### config.mk
export PLATFORM = sky130hd
export DESIGN_NAME = tiled_palette_icon_to_rgba
export DESIGN_NICKNAME = d
export VERILOG_FILES = /design/src/rtl/tpi_pkg.sv /design/src/rtl/tpi_front.sv /design/src/rtl/tpi_queue.sv /design/src/rtl/tpi_back.sv /design/src/rtl/tiled_palette_icon_to_rgba.sv
export SDC_FILE = /design/constraint.sdc
export NUM_CORES = 1
export LEC_CHECK = 0
export ABC_AREA = 1
export BUFFER_PORTS_ARGS = -buffer_cell sky130_fd_sc_hd__buf_2
export CAP_MARGIN = 10
export CORE_MARGIN = 2
export CORE_UTILIZATION = 55
export CTS_BUF_LIST = sky130_fd_sc_hd__clkbuf_4 sky130_fd_sc_hd__clkbuf_8 sky130_fd_sc_hd__clkbuf_16
export CTS_CLUSTER_DIAMETER = 200
export DETAILED_ROUTE_END_ITERATION = 10
export PLACE_DENSITY = 0.71
export SYNTH_ARGS = -nofsm -noshare
export SYNTH_HDL_FRONTEND = slang
export SYNTH_SLANG_ARGS = --single-unit
export TNS_END_PERCENT = 1
### constraint.sdc
create_clock -name clock -period 4.2 [get_ports clock]
set_clock_uncertainty 0.1 [all_clocks]
set_input_delay 0.63 -clock clock [delete_from_list [all_inputs] [get_ports clock]]
set_output_delay 0.63 -clock clock [all_outputs]
set_load 0.02 [all_outputs]
### src/rtl/tpi_pkg.sv
// shared types, constants and the channel expansion lookup for the icon decoder
package tpi_pkg;

   // register file geometry
   localparam int PAL_REGS       = 4;
   localparam int PAL_ENTRIES    = 16;
   localparam int ENTRIES_PER_REG = 4;
   localparam int COLOR_W        = 15;
   localparam int CSR_INDEX_W    = 3;
   localparam int CSR_DATA_W     = ENTRIES_PER_REG * COLOR_W;

   localparam logic [7:0] ALPHA_CLEAR  = 8'h00;
   localparam logic [7:0] ALPHA_OPAQUE = 8'hFF;
   localparam logic [3:0] NIB_TRANSPARENT = 4'h0;

   // floor(c * 255 / 31) for every 5-bit channel value
   localparam logic [7:0] EXPAND5_LUT [32] = '{
      8'd0,   8'd8,   8'd16,  8'd24,  8'd32,  8'd41,  8'd49,  8'd57,
      8'd65,  8'd74,  8'd82,  8'd90,  8'd98,  8'd106, 8'd115, 8'd123,
      8'd131, 8'd139, 8'd148, 8'd156, 8'd164, 8'd172, 8'd180, 8'd189,
      8'd197, 8'd205, 8'd213, 8'd222, 8'd230, 8'd238, 8'd246, 8'd255
   };

   typedef struct packed {
      logic [8:0] byte_index;
      logic [7:0] pixel_byte;
   } req_type;

   typedef struct packed {
      logic [4:0] pixel_x;
      logic [4:0] pixel_y;
      logic [7:0] red;
      logic [7:0] green;
      logic [7:0] blue;
      logic [7:0] alpha;
      logic       last_of_pair;
   } rsp_type;

   // byte after position decode, as it sits in the queue
   typedef struct packed {
      logic [4:0] x_base;
      logic [4:0] y;
      logic [3:0] nib_lo;
      logic [3:0] nib_hi;
   } item_type;

   function automatic logic [7:0] expand5(input logic [4:0] c);
      return EXPAND5_LUT[c];
   endfunction

endpackage

### src/rtl/tpi_front.sv
// front end: takes bitmap bytes and decodes tile layout into pixel position
module tpi_front import tpi_pkg::*; (
   input  logic     clock,
   input  logic     reset,
   input  logic     req_valid,
   output logic     req_ready,
   input  req_type  req_payload,
   output logic     push_valid,
   input  logic     push_ready,
   output item_type push_item
);

   logic     valid_ff, valid_in;
   item_type item_ff, item_in;
   logic     accept;

   // stage is free when empty or when it drains this cycle
   assign req_ready  = !valid_ff || push_ready;
   assign accept     = req_valid && req_ready;
   assign push_valid = valid_ff;
   assign push_item  = item_ff;

   // tile layout: index = (ty*4 + tx)*32 + row*4 + pair
   always_comb begin
      item_in.x_base = {req_payload.byte_index[6:5], req_payload.byte_index[1:0], 1'b0};
      item_in.y      = {req_payload.byte_index[8:7], req_payload.byte_index[4:2]};
      item_in.nib_lo = req_payload.pixel_byte[3:0];
      item_in.nib_hi = req_payload.pixel_byte[7:4];
   end

   always_comb begin
      valid_in = valid_ff;
      if (accept) begin
         valid_in = 1'b1;
      end else if (push_ready) begin
         valid_in = 1'b0;
      end
   end

   always_ff @(posedge clock) begin
      if (reset) begin
         valid_ff <= 1'b0;
      end else begin
         valid_ff <= valid_in;
      end
   end

   always_ff @(posedge clock) begin
      if (accept) begin
         item_ff <= item_in;
      end
   end

endmodule

### src/rtl/tpi_queue.sv
// short fifo of decoded bytes between front and back end
module tpi_queue import tpi_pkg::*; #(
   parameter int DEPTH = 2
) (
   input  logic     clock,
   input  logic     reset,
   input  logic     push_valid,
   output logic     push_ready,
   input  item_type push_item,
   output logic     pop_valid,
   input  logic     pop_ready,
   output item_type pop_item
);

   localparam int PTR_W   = (DEPTH > 1) ? $clog2(DEPTH) : 1;
   localparam int COUNT_W = $clog2(DEPTH + 1);

   item_type           slots_ff [DEPTH];
   logic [PTR_W-1:0]   wr_ptr_ff, wr_ptr_in;
   logic [PTR_W-1:0]   rd_ptr_ff, rd_ptr_in;
   logic [COUNT_W-1:0] count_ff, count_in;
   logic               push, pop;

   assign push_ready = (count_ff != COUNT_W'(DEPTH));
   assign pop_valid  = (count_ff != '0);
   assign pop_item   = slots_ff[rd_ptr_ff];
   assign push       = push_valid && push_ready;
   assign pop        = pop_valid && pop_ready;

   // pointer and fill count update
   always_comb begin
      wr_ptr_in = wr_ptr_ff;
      rd_ptr_in = rd_ptr_ff;
      count_in  = count_ff;
      if (push) begin
         wr_ptr_in = (wr_ptr_ff == PTR_W'(DEPTH - 1)) ? '0 : wr_ptr_ff + 1'b1;
      end
      if (pop) begin
         rd_ptr_in = (rd_ptr_ff == PTR_W'(DEPTH - 1)) ? '0 : rd_ptr_ff + 1'b1;
      end
      if (push && !pop) begin
         count_in = count_ff + 1'b1;
      end else if (pop && !push) begin
         count_in = count_ff - 1'b1;
      end
   end

   always_ff @(posedge clock) begin
      if (reset) begin
         wr_ptr_ff <= '0;
         rd_ptr_ff <= '0;
         count_ff  <= '0;
      end else begin
         wr_ptr_ff <= wr_ptr_in;
         rd_ptr_ff <= rd_ptr_in;
         count_ff  <= count_in;
      end
   end

   always_ff @(posedge clock) begin
      if (push) begin
         slots_ff[wr_ptr_ff] <= push_item;
      end
   end

endmodule

### src/rtl/tpi_back.sv
// back end: palette registers, color lookup and two pixel transfers per byte
module tpi_back import tpi_pkg::*; (
   input  logic                   clock,
   input  logic                   reset,
   input  logic                   csr_valid,
   output logic                   csr_ready,
   input  logic [CSR_INDEX_W-1:0] csr_index,
   input  logic [CSR_DATA_W-1:0]  csr_data,
   input  logic                   pop_valid,
   output logic                   pop_ready,
   input  item_type               pop_item,
   output logic                   rsp_valid,
   input  logic                   rsp_ready,
   output rsp_type                rsp_payload
);

   logic [PAL_ENTRIES-1:0][COLOR_W-1:0] pal_ff;
   logic                                 phase_ff, phase_in;
   logic                                 rsp_valid_ff, rsp_valid_in;
   rsp_type                              rsp_ff, rsp_in;
   logic                                 out_free, load;
   logic [3:0]                           nib;
   logic [COLOR_W-1:0]                   color;

   assign csr_ready = 1'b1;

   // palette writes, indexes past the list are dropped
   always_ff @(posedge clock) begin
      if (reset) begin
         pal_ff <= '0;
      end else if (csr_valid && (csr_index < CSR_INDEX_W'(PAL_REGS))) begin
         pal_ff[{csr_index[1:0], 2'b00} +: ENTRIES_PER_REG] <= csr_data;
      end
   end

   // output register takes a pixel when empty or being drained
   assign out_free  = !rsp_valid_ff || rsp_ready;
   assign load      = out_free && pop_valid;
   assign pop_ready = out_free && phase_ff;

   // pixel build: low nibble on phase 0, high nibble on phase 1
   always_comb begin
      nib   = phase_ff ? pop_item.nib_hi : pop_item.nib_lo;
      color = pal_ff[nib];
      rsp_in.pixel_x      = {pop_item.x_base[4:1], phase_ff};
      rsp_in.pixel_y      = pop_item.y;
      rsp_in.red          = expand5(color[4:0]);
      rsp_in.green        = expand5(color[9:5]);
      rsp_in.blue         = expand5(color[14:10]);
      rsp_in.alpha        = (nib == NIB_TRANSPARENT) ? ALPHA_CLEAR : ALPHA_OPAQUE;
      rsp_in.last_of_pair = phase_ff;
   end

   always_comb begin
      phase_in     = phase_ff;
      rsp_valid_in = rsp_valid_ff;
      if (load) begin
         phase_in     = !phase_ff;
         rsp_valid_in = 1'b1;
      end else if (rsp_ready) begin
         rsp_valid_in = 1'b0;
      end
   end

   always_ff @(posedge clock) begin
      if (reset) begin
         phase_ff     <= 1'b0;
         rsp_valid_ff <= 1'b0;
      end else begin
         phase_ff     <= phase_in;
         rsp_valid_ff <= rsp_valid_in;
      end
   end

   always_ff @(posedge clock) begin
      if (load) begin
         rsp_ff <= rsp_in;
      end
   end

   assign rsp_valid   = rsp_valid_ff;
   assign rsp_payload = rsp_ff;

   // first pixel of a byte is always followed by the second one
   a_first_then_second: assert property (@(posedge clock) disable iff (reset)
      (load && !phase_ff) |=> phase_ff)
      else $error("phase did not advance after first pixel");

   // a second-pixel load shows up flagged as last of pair
   a_second_flagged: assert property (@(posedge clock) disable iff (reset)
      (load && phase_ff) |=> (rsp_valid_ff && rsp_ff.last_of_pair))
      else $error("second pixel not flagged");

   // left pixel sits on an even column, right pixel on odd
   a_column_parity: assert property (@(posedge clock) disable iff (reset)
      rsp_valid_ff |-> (rsp_ff.pixel_x[0] == rsp_ff.last_of_pair))
      else $error("pixel column parity mismatch");

   // alpha is either fully clear or fully opaque
   a_alpha_levels: assert property (@(posedge clock) disable iff (reset)
      rsp_valid_ff |-> (rsp_ff.alpha == ALPHA_CLEAR || rsp_ff.alpha == ALPHA_OPAQUE))
      else $error("alpha out of range");

endmodule

### src/rtl/tiled_palette_icon_to_rgba.sv
// top level of the tiled 4bpp palette icon to rgba decoder
// Each req transfer carries one bitmap byte of a 32x32 icon stored as 4x4 tiles of
// 8x8 pixels, and yields two rsp transfers: the low-nibble (left) pixel, then the
// high-nibble pixel with last_of_pair set. Each byte thus needs two transfers on the
// single result channel, which moves one pixel per cycle unless rsp_ready stalls it;
// a req passes the front register, the queue and the output register. The front end
// decodes position and the back end looks up the 16-entry BGR555 palette and expands
// each channel to 8 bits; a small queue between them absorbs short bursts. The
// palette is written through the csr port (index 0..3, four colors per write,
// higher indexes ignored) and should only change while no pixels are in flight.
module tiled_palette_icon_to_rgba import tpi_pkg::*; #(
   parameter int QUEUE_DEPTH = 2
) (
   input  logic                   clock,
   input  logic                   reset,
   input  logic                   req_valid,
   output logic                   req_ready,
   input  req_type                req_payload,
   output logic                   rsp_valid,
   input  logic                   rsp_ready,
   output rsp_type                rsp_payload,
   input  logic                   csr_valid,
   output logic                   csr_ready,
   input  logic [CSR_INDEX_W-1:0] csr_index,
   input  logic [CSR_DATA_W-1:0]  csr_data
);

   logic     push_valid, push_ready;
   item_type push_item;
   logic     pop_valid, pop_ready;
   item_type pop_item;

   tpi_front u_front (
      .clock       (clock),
      .reset       (reset),
      .req_valid   (req_valid),
      .req_ready   (req_ready),
      .req_payload (req_payload),
      .push_valid  (push_valid),
      .push_ready  (push_ready),
      .push_item   (push_item)
   );

   tpi_queue #(
      .DEPTH (QUEUE_DEPTH)
   ) u_queue (
      .clock      (clock),
      .reset      (reset),
      .push_valid (push_valid),
      .push_ready (push_ready),
      .push_item  (push_item),
      .pop_valid  (pop_valid),
      .pop_ready  (pop_ready),
      .pop_item   (pop_item)
   );

   tpi_back u_back (
      .clock       (clock),
      .reset       (reset),
      .csr_valid   (csr_valid),
      .csr_ready   (csr_ready),
      .csr_index   (csr_index),
      .csr_data    (csr_data),
      .pop_valid   (pop_valid),
      .pop_ready   (pop_ready),
      .pop_item    (pop_item),
      .rsp_valid   (rsp_valid),
      .rsp_ready   (rsp_ready),
      .rsp_payload (rsp_payload)
   );

endmodule

; ---- Word level (Yosys, flattened, before mapping)
; Memory sizes are Yosys's and may differ from the RTL's. A register that Yosys moved wholly into a read port is not among the register bits.
; Index checks and enable logic that the tools add are counted.
; W data, S select, Z words.
[word_totals]
regBits = 283
ram_bits = 34
mem_bits_ro = 768
output_inout_bits = 46
elab_cells = 98
memories = 4
[classes]
n_addsub = 5
order_cmp = 2
n_eq_ne = 1
shift = 16
n_mux = 17
n_bitwise = 3
reduce_logical = 20
[memory_table]
columns = memory, words, word_bits, read_ports, rd_ports_with_merged_regs, write_ports, line_no
row1 = (no name shown), 32, 8, 1, 1, 0, tpi_pkg.sv:48  ; return EXPAND5_LUT[c];
row2 = (no name shown), 32, 8, 1, 1, 0, tpi_pkg.sv:48
row3 = (no name shown), 32, 8, 1, 1, 0, tpi_pkg.sv:48
row4 = u_queue.slots_ff, 2, 17, 1, 1, 1, tpi_queue.sv:18  ; item_type slots_ff [DEPTH];
[ops]
columns = operator, count
row1 = $bwmux W240, 1
row2 = $shiftx A4 B6 Y16, 15
row3 = $bmux W15 S4, 1
row4 = $not A5 Y6, 3
row5 = $shift A4 B6 Y16 const A, 1
row6 = $mux W15, 1
row7 = $mux W1, 10
row8 = $logic_and A1 B1 Y1, 8
row9 = $mux W8, 1
row10 = $reduce_bool A2 Y1, 4
row11 = $neg A4 Y6, 1
row12 = $logic_not A1 Y1, 5
row13 = $lt A4 B5 Y1 const B, 1
row14 = $logic_not A4 Y1, 1
row15 = $mux W2, 2
row16 = $mux W4, 1
row17 = $lt A3 B3 Y1 const B, 1
row18 = $add A1 B1 Y1 const B, 2
row19 = $add A2 B1 Y2 const B, 1
row20 = $logic_or A1 B1 Y1, 2
row21 = $ne A2 B2 Y1 const B, 1
row22 = $sub A2 B1 Y2 const B, 1

; ---- Depth between registers and ports, before layout
[logic_depth]
depth_word = 7
depth_mapped = 19

; ---- Cells and area by module
; Synthesis repeated with hierarchy kept, for this count alone.
[unflattened]
hier_cells = 2048
hier_area_um2 = 16185.5
[by_module_without_submodules]
columns = module, instances, cells_per_inst, area_per_inst_um2, seq_area_each_um2
row1 = tpi_back, 1, 1930, 14024.7, 5895.7
row2 = tpi_queue, 1, 93, 1591.5, 1181.1
row3 = tpi_front, 1, 25, 569.3, 530.5

; ---- Worst setup path before layout
; Ideal clock, no wire load.
[synth_timing]
path_kind = input -> register
from = in rsp_ready
to = reg u_queue.count_ff[1]
setup_ps = 122
arrival_time_ps = 3602
required_ps = 3978
path_slack_ps = 376
stages = 8
path_buffers = 0
path_cell_list = nor2_1 a21oi_1 nand2_1 ha_1 a21oi_1 o21ai_0 o21ai_0 a21oi_1
[synth_via]
elab_chain_len = 6
word_cells_on_any_way = 8
classes_between = mux (1) / reduce/logical (7)
[synth_lines]
columns = element, line_no
row1 = from (decl), tiled_palette_icon_to_rgba.sv:20  ; input logic rsp_ready,
row2 = $logic_or A1 B1 Y1 (*), tpi_back.sv:37  ; assign out_free = !rsp_valid_ff || rsp_ready;
row3 = $logic_and A1 B1 Y1 (*), tpi_back.sv:39  ; assign pop_ready = out_free && phase_ff;
row4 = $logic_and A1 B1 Y1 (*), tpi_queue.sv:28  ; assign pop = pop_valid && pop_ready;
row5 = $logic_not A1 Y1, tpi_queue.sv:41  ; if (push && !pop) begin
row6 = $logic_and A1 B1 Y1, tpi_queue.sv:41
row7 = $mux W2 / $reduce_bool A2 Y1 (equally long branches), n/a
row8 = to (signal assigned), tpi_queue.sv:56  ; count_ff <= count_in;
row9 = to (decl), tpi_queue.sv:21  ; logic [COUNT_W-1:0] count_ff, count_in;
; Mark *: on every way between the ends. The rest lies on a longest branch, timed or not.
; A chain may end at the register's enable or synchronous reset.

==> run metrics <==
CTS sink count 334; Rel. slew slack 33.2%; share of Yosys cell area claimed by the top area cell type between 30 and 40%; number of global-route vias before repair 13,800; cell area power density 598 mW/mm²; Nets 2,211; post-CTS sizing 0; port bufs about 130; crit path DAT around 3.5 ns; RSZ-0062 raised after global routing false; first-pass GRT wire length between 70 and 80 mm; fin crit share 79.5%; post-synth top area cell dfxtp_1; die extent in y 174 µm; critical path class reg2reg; Synth top cells by count nand2_1, dfxtp_1, nor2_1, nand3_1, inv_1; Final HPWL DP 30.6 mm; drt first pass iters 8; final instance area 0.0177 mm²; register area 0.00755 mm²; Critical Path End Type register; postcts setup bufs 0; P&R area growth vs syn 11.7%; async set or reset register ratio after synthesis 0%; Clock Path Buffers 3; Main synth FF type dfxtp_1; area of the multi-input gates 0.00683 mm²; CP Launch Type register; num ports 131; Max-Cap Viols 0; DP Cell Count 2,466; Placer Congestion 0.924; die width 174 µm; ant diodes 0; critical path peak fanout 72; Final Hold Viols 0; Final Non-Filler Cells 2,529; Inserted Clock Buffers 36; Initial Util 55.6%; CTS tree done; # rows 62; crit-path cells nand2_1 -> nand3_4 -> buf_4 -> nand3b_1 -> nand3_1 -> o21ai_1 -> nand2_1 -> nand2_1 -> nor2_4 -> nand2_1 -> nand2_1 -> nand2_1 -> nand2_1 -> nand2_1; Hold WC Path Type in2reg; clk_lat worst skew about 0.53 ns; setup TNS 0 ns; fmax approximately 300 MHz; largest net degree at the start of global routing 87; Mapped Area 0.0159 mm²; top post-synthesis cells by area dfxtp_1, edfxtp_1, nand2_1, nand3_1, nor2_1; placed instance area around 0.017 mm²; synth unique cells 36; total global routing overflow 0; setup violators final 0; Tmin final 3.34 ns; Yosys reg bits 334; initial antenna violation count 0; syn_nets 2,178; DRC violations left 0; top-count cell post-synth nand2_1; CP most frequent cell nand2_1; Post-Synthesis Cells between 2,000 and 2,500; Die Footprint 0.0302 mm²; DRT iter0 DRCs roughly 1,900; outcome complete, no violations; fin. max-slew vios 0; leakage 7.15 nW; GRT Util Overall 31.8%; Worst Path Required ~4.4 ns; drt wl/cell about 19 µm; Worst-path clk slew 0.06 ns; Routed Antenna Nets 0; VDD IR max 0.000418 V; Slew @ Worst Pin between 0.9 and 1 ns; post-synthesis sequential area ratio between 40% and 50%; CP max stage delay 0.78 ns; crit path max-delay cell type dfxtp_1; Via density about 5.9; EDFF count, synth 86; Filler cells 2,595; CORE AREA roughly 0.029 mm²; final wirelength 48.9 mm; synth warn 0; root buffer cell clkbuf_16; hold bufs inserted after CTS 0; layout cell share with drive strength beyond 1 12.8%; Synth Area per Inst 7.60 µm²; Reg2Reg Setup Slack 0.86 ns; H-tree depth 2; routed vias 14,900
placed cells by master (no fill, tap or decap), types with 34 or more instances in the layout:
cell / instances
nand2_1: 425
dfxtp_1: 248
nor2_1: 229
nand3_1: 207
inv_1: 187
a21oi_1: 144
buf_2: 128
o21ai_0: 99
edfxtp_1: 86
a22oi_1: 69
a211oi_1: 58
a31oi_1: 53
clkbuf_16: 37
buf_4: 34
through the flow:
step | util [%] | hold slack (ns) | worst slack (ns) | power (mW)
global placement | 58.1 | 0.323 | 1.01 | 7.42
floorplan | - | 0.303 | 0.376 | 6.46
CTS | 62.1 | 0.160 | 0.903 | 10.6
detailed placement | 58.1 | 0.331 | 0.949 | 7.47
global route | 62.1 | 0.163 | 0.547 | 11.1
finish | 62.1 | 0.175 | 0.862 | 10.6
power by group:
part	total [mW]	leakage (nW)	internal [mW]	switching (mW)
logic	3.68	3.74	1.06	2.61
clock network	3.12	0.583	1.81	1.31
registers	3.80	2.82	3.66	0.142
logic make-up after synthesis:
kind of cell / Yosys count / synth area share, %
AO/OA/AOI/OAI: 449 / 16.7
XOR/XNOR: 1 / 0.0552
adder cells (fa/ha/maj): 6 / 0.473
buffers and inverters: 369 / 9.95
flip-flops: 334 / 47.6
other: 1 / 0.0236
AND/OR/NAND/NOR: 927 / 25.2
metal layers:
metal,wire length (µm),up-vias,global-route usage (%)
met1,19900,6996,43.5
li1,-,7005,-
met2,22000,736,49.7
met4,2600,0,15.6
met5,0,-,0
met3,4340,134,4.50
worst max-delay path: cells and delay by family, from the launching register on:
| kind | cells | cell delay, ns |
|---|---|---|
| and+or+nand+nor | 12 | 1.42 |
| DFF | 1 | 0.78 |
| buffers and inverters | 1 | 0.65 |
| AOI/OAI and AO/OA | 1 | 0.08 |
worst paths after layout:
path / from / endpoint / cells past startpoint
worst min-delay path: req_payload[4] / u_front.push_item[0] / 1
worst max register to register: register / u_back.rsp_payload[18] / 14
worst max-delay path: register / u_back.rsp_payload[18] / 14
worst min register to register: u_front.push_item[2] / u_queue.slots_ff[1][2] / 0
state kept, by name (all words and copies together) (netlist names), 2 cells and up, named ones only:
register,cells
u_back.rsp_payload,35
u_queue.slots_ff,34
u_front.push_item,17
u_queue.count_ff,2
u_back.pal_ff,240
cell type report:
cell class | instances | share of cell area [%]
clock inverter | 13 | 0.586
multi-input combinational | 1384 | 38.5
inverter | 198 | 4.22
timing repair buffer | 166 | 5.50
tap | 384 | 2.71
clock buffer | 50 | 5.91
sequential | 334 | 42.6
Note: power is estimated with default switching activity, not from simulation.
